<file path="config.mk">
export PLATFORM = sky130hd
export DESIGN_NAME = smct_ctrl
export DESIGN_NICKNAME = d
export VERILOG_FILES = /design/src/rtl/smct_pkg.sv /design/src/rtl/smct_ctrl.sv
export SDC_FILE = /design/constraint.sdc
export NUM_CORES = 1
export LEC_CHECK = 0
export BUFFER_PORTS_ARGS = -buffer_cell sky130_fd_sc_hd__buf_4
export CAP_MARGIN = 10
export CELL_PAD_IN_SITES_DETAIL_PLACEMENT = 0
export CELL_PAD_IN_SITES_GLOBAL_PLACEMENT = 1
export CORE_AREA = 8 8 45 47
export CTS_BUF_LIST = sky130_fd_sc_hd__clkbuf_4 sky130_fd_sc_hd__clkbuf_8
export CTS_CLUSTER_DIAMETER = 150
export DETAILED_ROUTE_END_ITERATION = 8
export DIE_AREA = 0 0 53 55
export PLACE_DENSITY_LB_ADDON = 0.3
export SYNTH_ARGS = -nofsm -noshare
export SYNTH_HDL_FRONTEND = slang
export SYNTH_SLANG_ARGS = --single-unit
</file>
<file path="constraint.sdc">
create_clock -name clock -period 2.81 [get_ports clock]
set_input_delay 0.1405 -clock clock [delete_from_list [all_inputs] [get_ports clock]]
set_output_delay 0.1405 -clock clock [all_outputs]
set_load 0.1 [all_outputs]
</file>
<file path="src/rtl/smct_pkg.sv">
// smct_pkg: shared types and codes for the sparse matrix coordinate table
// used by smct_ctrl, smct_datapath and the top level; no dependencies
package smct_pkg;

   // result status codes
   typedef enum logic [1:0] {
      STATUS_OK    = 2'd0,
      STATUS_RANGE = 2'd1,
      STATUS_FULL  = 2'd2
   } status_type;

   // request kind carried on tuser
   localparam logic MODE_INSERT = 1'b0;
   localparam logic MODE_LOOKUP = 1'b1;

   // register index decoded from the csr address
   localparam logic REG_ROW_COUNT    = 1'b0;
   localparam logic REG_COLUMN_COUNT = 1'b1;

   localparam int DIM_W   = 16;
   localparam int VALUE_W = 32;
   localparam int ENTRY_W = 2 * DIM_W + VALUE_W;

   // controller to datapath
   typedef struct packed {
      logic       load;       // latch the request beat
      logic       ram_wr;     // append entry, bump count
      logic       idx_clear;  // restart the scan
      logic       scan;       // issue next entry read
      logic       res_load;   // capture the result
      status_type res_status;
      logic       res_found;
      logic       out_load;   // move result into the output register
   } smct_cmd_type;

   // datapath to controller
   typedef struct packed {
      logic is_lookup;
      logic full;
      logic in_range;
      logic hit;
      logic scan_end;
      logic out_free;
   } smct_stat_type;

endpackage

</file>
<file path="src/rtl/smct_ctrl.sv">
// smct_ctrl: state machine sequencing insert, range check, scan and result hand-off
// depends on smct_pkg
module smct_ctrl (
   input  logic                    clock,
   input  logic                    reset,
   input  logic                    req_tvalid,
   output logic                    req_tready,
   input  smct_pkg::smct_stat_type stat,
   output smct_pkg::smct_cmd_type  cmd
);
   import smct_pkg::*;

   typedef enum logic [3:0] {
      ST_IDLE = 4'b0001,
      ST_EXEC = 4'b0010,
      ST_SCAN = 4'b0100,
      ST_DONE = 4'b1000
   } state_type;

   state_type state_ff, state_in;

   always_comb begin
      state_in       = state_ff;
      cmd            = '0;
      cmd.res_status = STATUS_OK;
      req_tready     = 1'b0;
      unique case (state_ff)
         ST_IDLE: begin
            req_tready = 1'b1;
            if (req_tvalid) begin
               cmd.load = 1'b1;
               state_in = ST_EXEC;
            end
         end
         ST_EXEC: begin
            priority if (!stat.is_lookup && stat.full) begin
               cmd.res_load   = 1'b1;
               cmd.res_status = STATUS_FULL;
               state_in       = ST_DONE;
            end else if (!stat.is_lookup) begin
               cmd.ram_wr   = 1'b1;
               cmd.res_load = 1'b1;
               state_in     = ST_DONE;
            end else if (!stat.in_range) begin
               cmd.res_load   = 1'b1;
               cmd.res_status = STATUS_RANGE;
               state_in       = ST_DONE;
            end else begin
               cmd.idx_clear = 1'b1;
               state_in      = ST_SCAN;
            end
         end
         ST_SCAN: begin
            cmd.scan = 1'b1;
            priority if (stat.hit) begin
               cmd.res_load  = 1'b1;
               cmd.res_found = 1'b1;
               state_in      = ST_DONE;
            end else if (stat.scan_end) begin
               cmd.res_load = 1'b1;
               state_in     = ST_DONE;
            end else begin
               state_in = ST_SCAN;
            end
         end
         ST_DONE: begin
            if (stat.out_free) begin
               cmd.out_load = 1'b1;
               state_in     = ST_IDLE;
            end
         end
         default: begin
            state_in = ST_IDLE;
         end
      endcase
   end

   always_ff @(posedge clock) begin
      if (reset) begin
         state_ff <= ST_IDLE;
      end else begin
         state_ff <= state_in;
      end
   end

   a_accept_exec: assert property (@(posedge clock) disable iff (reset)
      (req_tvalid && req_tready) |=> state_ff == ST_EXEC)
      else $error("accepted beat not executed");

   a_hit_done: assert property (@(posedge clock) disable iff (reset)
      (state_ff == ST_SCAN && stat.hit) |=> state_ff == ST_DONE)
      else $error("scan hit did not finish the lookup");

   a_out_free: assert property (@(posedge clock) disable iff (reset)
      cmd.out_load |-> stat.out_free)
      else $error("result loaded over a pending beat");

endmodule

</file>
==> results.cfg <==
[run_status]
outcome = finished, final reports clean

[placed_design]
place.gp.congestion = 0.606
port_buffers = 18
place_hpwl_um = 696

[logic_synthesis]
syn_area_per_cell_um2 = 8.88
ys_top_cells_by_area = dfxtp_1, nor4b_2, and2_1, nor3b_1, nand2b_4
synth_top_area_share = 0.300
ys_seq_area_frac = 0.300
synth_flop_cell = dfxtp_1
yosys.area.top_type = dfxtp_1
synthDistinctLibCells = 18
syn_nets = 39
yosysWarnings = 0
synth_edf_count = 0
synthesis.area_um2 = 267
netlist_instances = 30
synth-seq-cells = 4
async_reset_ff_frac = 0

[worst_setup_path]
path_cells = or4b_1, nand2b_4, nand2_1, buf_4
reg2reg_setup_slack_ns = 1.26
critPathSlowestCell = or4b_1
worstReg2RegStart = state_ff[1]$_SDFFE_PP0P_
cp.depth = 4
cp.required_ns = 2.67
crit_path_max_fanout = 7
endpoint_kind = output pin
r2r_cells = 2
worstReg2RegEnd = state_ff[0]$_SDFFE_PP1P_
slowest_delay_ns = 0.63
cp.arrival_ns = 1.87
cp-start-kind = flip-flop
cp_top_family = simple AND/OR/NAND/NOR gates
worst-setup-path-type = flip-flop to output pin
path_buf_inv = 1

[cells_and_area]
layout.nets = 61
final_core_util = 0.341
drive_above_1_share = 0.560
final_cell_mix = buf_4, dfxtp_1
n_antenna_cell = 0
largest_register_ffs = 4
syn2layout_area_growth_pct = 77.0
regMostFlops = state_ff
final_common_cell = buf_4
fillers = 157
top_regs = state_ff x4

[drt]
top_layer = met3
drt_iter0_drc = 5
wl_met2_um = 341
viasPerCell = 4.45
vias = 294
drc = 0
antenna_left = 0
wl_per_cell_um = 12.1
wl_met3_um = 121
m1WireLength_um = 338
dr.pass1.iters = 4
routed_wl_um = 801

[timing]
fmax_mhz = 498
setup_viol = 0
timing.slew.headroom = 0.678
finalHoldViolations = 0
fin_tns_setup_ns = 0
finalClockSkew_ns = 0.00721
rsz0062_at_grt = no
final_max_slew_viol_count = 0
post-route-min-period_ns = 2.01
worst_pin_slew_ns = 0.476
hold_slack_ns = 0.0998
finalCritPeriodShare = 0.715

[cts]
cts_inserted_buffers = 3
insertion_delay_ns = 0.24
holdBufCountCts = 0
cts.clk_slew.worst_paths_ns = 0.04
cts_num_sinks = 4
root_buffer = clkbuf_4
postCtsSetupBuffers = 0
ctsResizeCount = 0
cts_tree = yes
clockBufferDepth = 2
cts.htree.levels = 1

[global_route]
grt-ovfl-total = 0
antenna_found_initial = 0
grt_pass1_vias = 329
grt_pass1_wl_mm = 1.34
grt_use_total = 0.0650
grt_max_degree = 8

[floorplanning]
die_w_um = 53
io-pin-count = 19
initial_core_util = 0.193
design.core.area_mm2 = 0.00138
die_y_um = 55
design.die.area_mm2 = 0.00292
rows = 14

[hold_path]
min_to = state_ff[3]$_SDFFE_PP0P_
min_path_type = primary input to flip-flop
worst_hold_startpoint = reset
hold_depth = 2

[power_and_ir_drop]
powerDensity_mw_per_mm2 = 464
p_leak_nw = 0.219
power.total_w = 0.000219
ir_drop_mv = 0.200

[flow_run]
cap_violations = 0
-- report_power, final --
| group | total (W) | internal [W] | switching, W |
|---|---|---|---|
| Combinational | 0.0000811 | 0.0000262 | 0.0000549 |
| Clock | 0.0000719 | 0.0000478 | 0.0000241 |
| Sequential | 0.0000661 | 0.0000605 | 0.00000563 |
| Total | 0.000219 | 0.000135 | 0.0000845 |
-- per-layer routing --
layer / vias to the layer above / track usage
met4: 0 / 0.0129
li1: 149 / -
met2: 16 / 0.0996
met3: 0 / 0.0722
met1: 129 / 0.0578
met5: - / 0
-- worst max path at each step --
stage | from | end | slack (ns)
final | state_ff[1]$_SDFFE_PP0P_ | cmd[4] | 0.80
after global routing | state_ff[1]$_SDFFE_PP0P_ | cmd[4] | 0.70
after CTS | state_ff[1]$_SDFFE_PP0P_ | cmd[4] | 0.78
after detailed placement | state_ff[1]$_SDFFE_PP0P_ | cmd[4] | 1.05
after global placement | state_ff[1]$_SDFFE_PP0P_ | cmd[4] | 1.06
after floorplan | state_ff[1]$_SDFFE_PP0P_ | cmd[4] | 0.04
-- per-stage QoR --
stage	instance area, µm²	setup WS [ns]	instances
2_1_floorplan	299	0.0384	30
3_3_place_gp	449	1.06	63
3_5_place_dp	449	1.05	63
4_1_cts	472	0.779	66
5_1_grt	472	0.702	66
6_report	472	0.802	66
-- final cells by class --
cell class | instances | area (µm²) | area share
Multi-Input combinational cell | 23 | 206 | 0.438
Timing Repair Buffer | 18 | 135 | 0.286
Sequential cell | 4 | 80.1 | 0.170
Clock buffer | 3 | 22.5 | 0.0477
Tap cell | 16 | 20.0 | 0.0424
Inverter | 2 | 7.51 | 0.0159
-- logic make-up (layout without fill, tap and decap cells) --
logic type | Yosys count | after routing | synth area share
DFF | 4 | 4 | 0.300
and+or+nand+nor | 18 | 18 | 0.488
buffers and inverters | 3 | 23 | 0.0469
AOI/OAI and AO/OA | 5 | 5 | 0.164
-- synth_stat cells (all sizes together) (2+ instances only) --
cell and n:
and2 3, dfxtp 4, inv 2, nand2 3, nor2 3, nor3b 2, nor4b 3
Power figures use the tool's default switching activity.
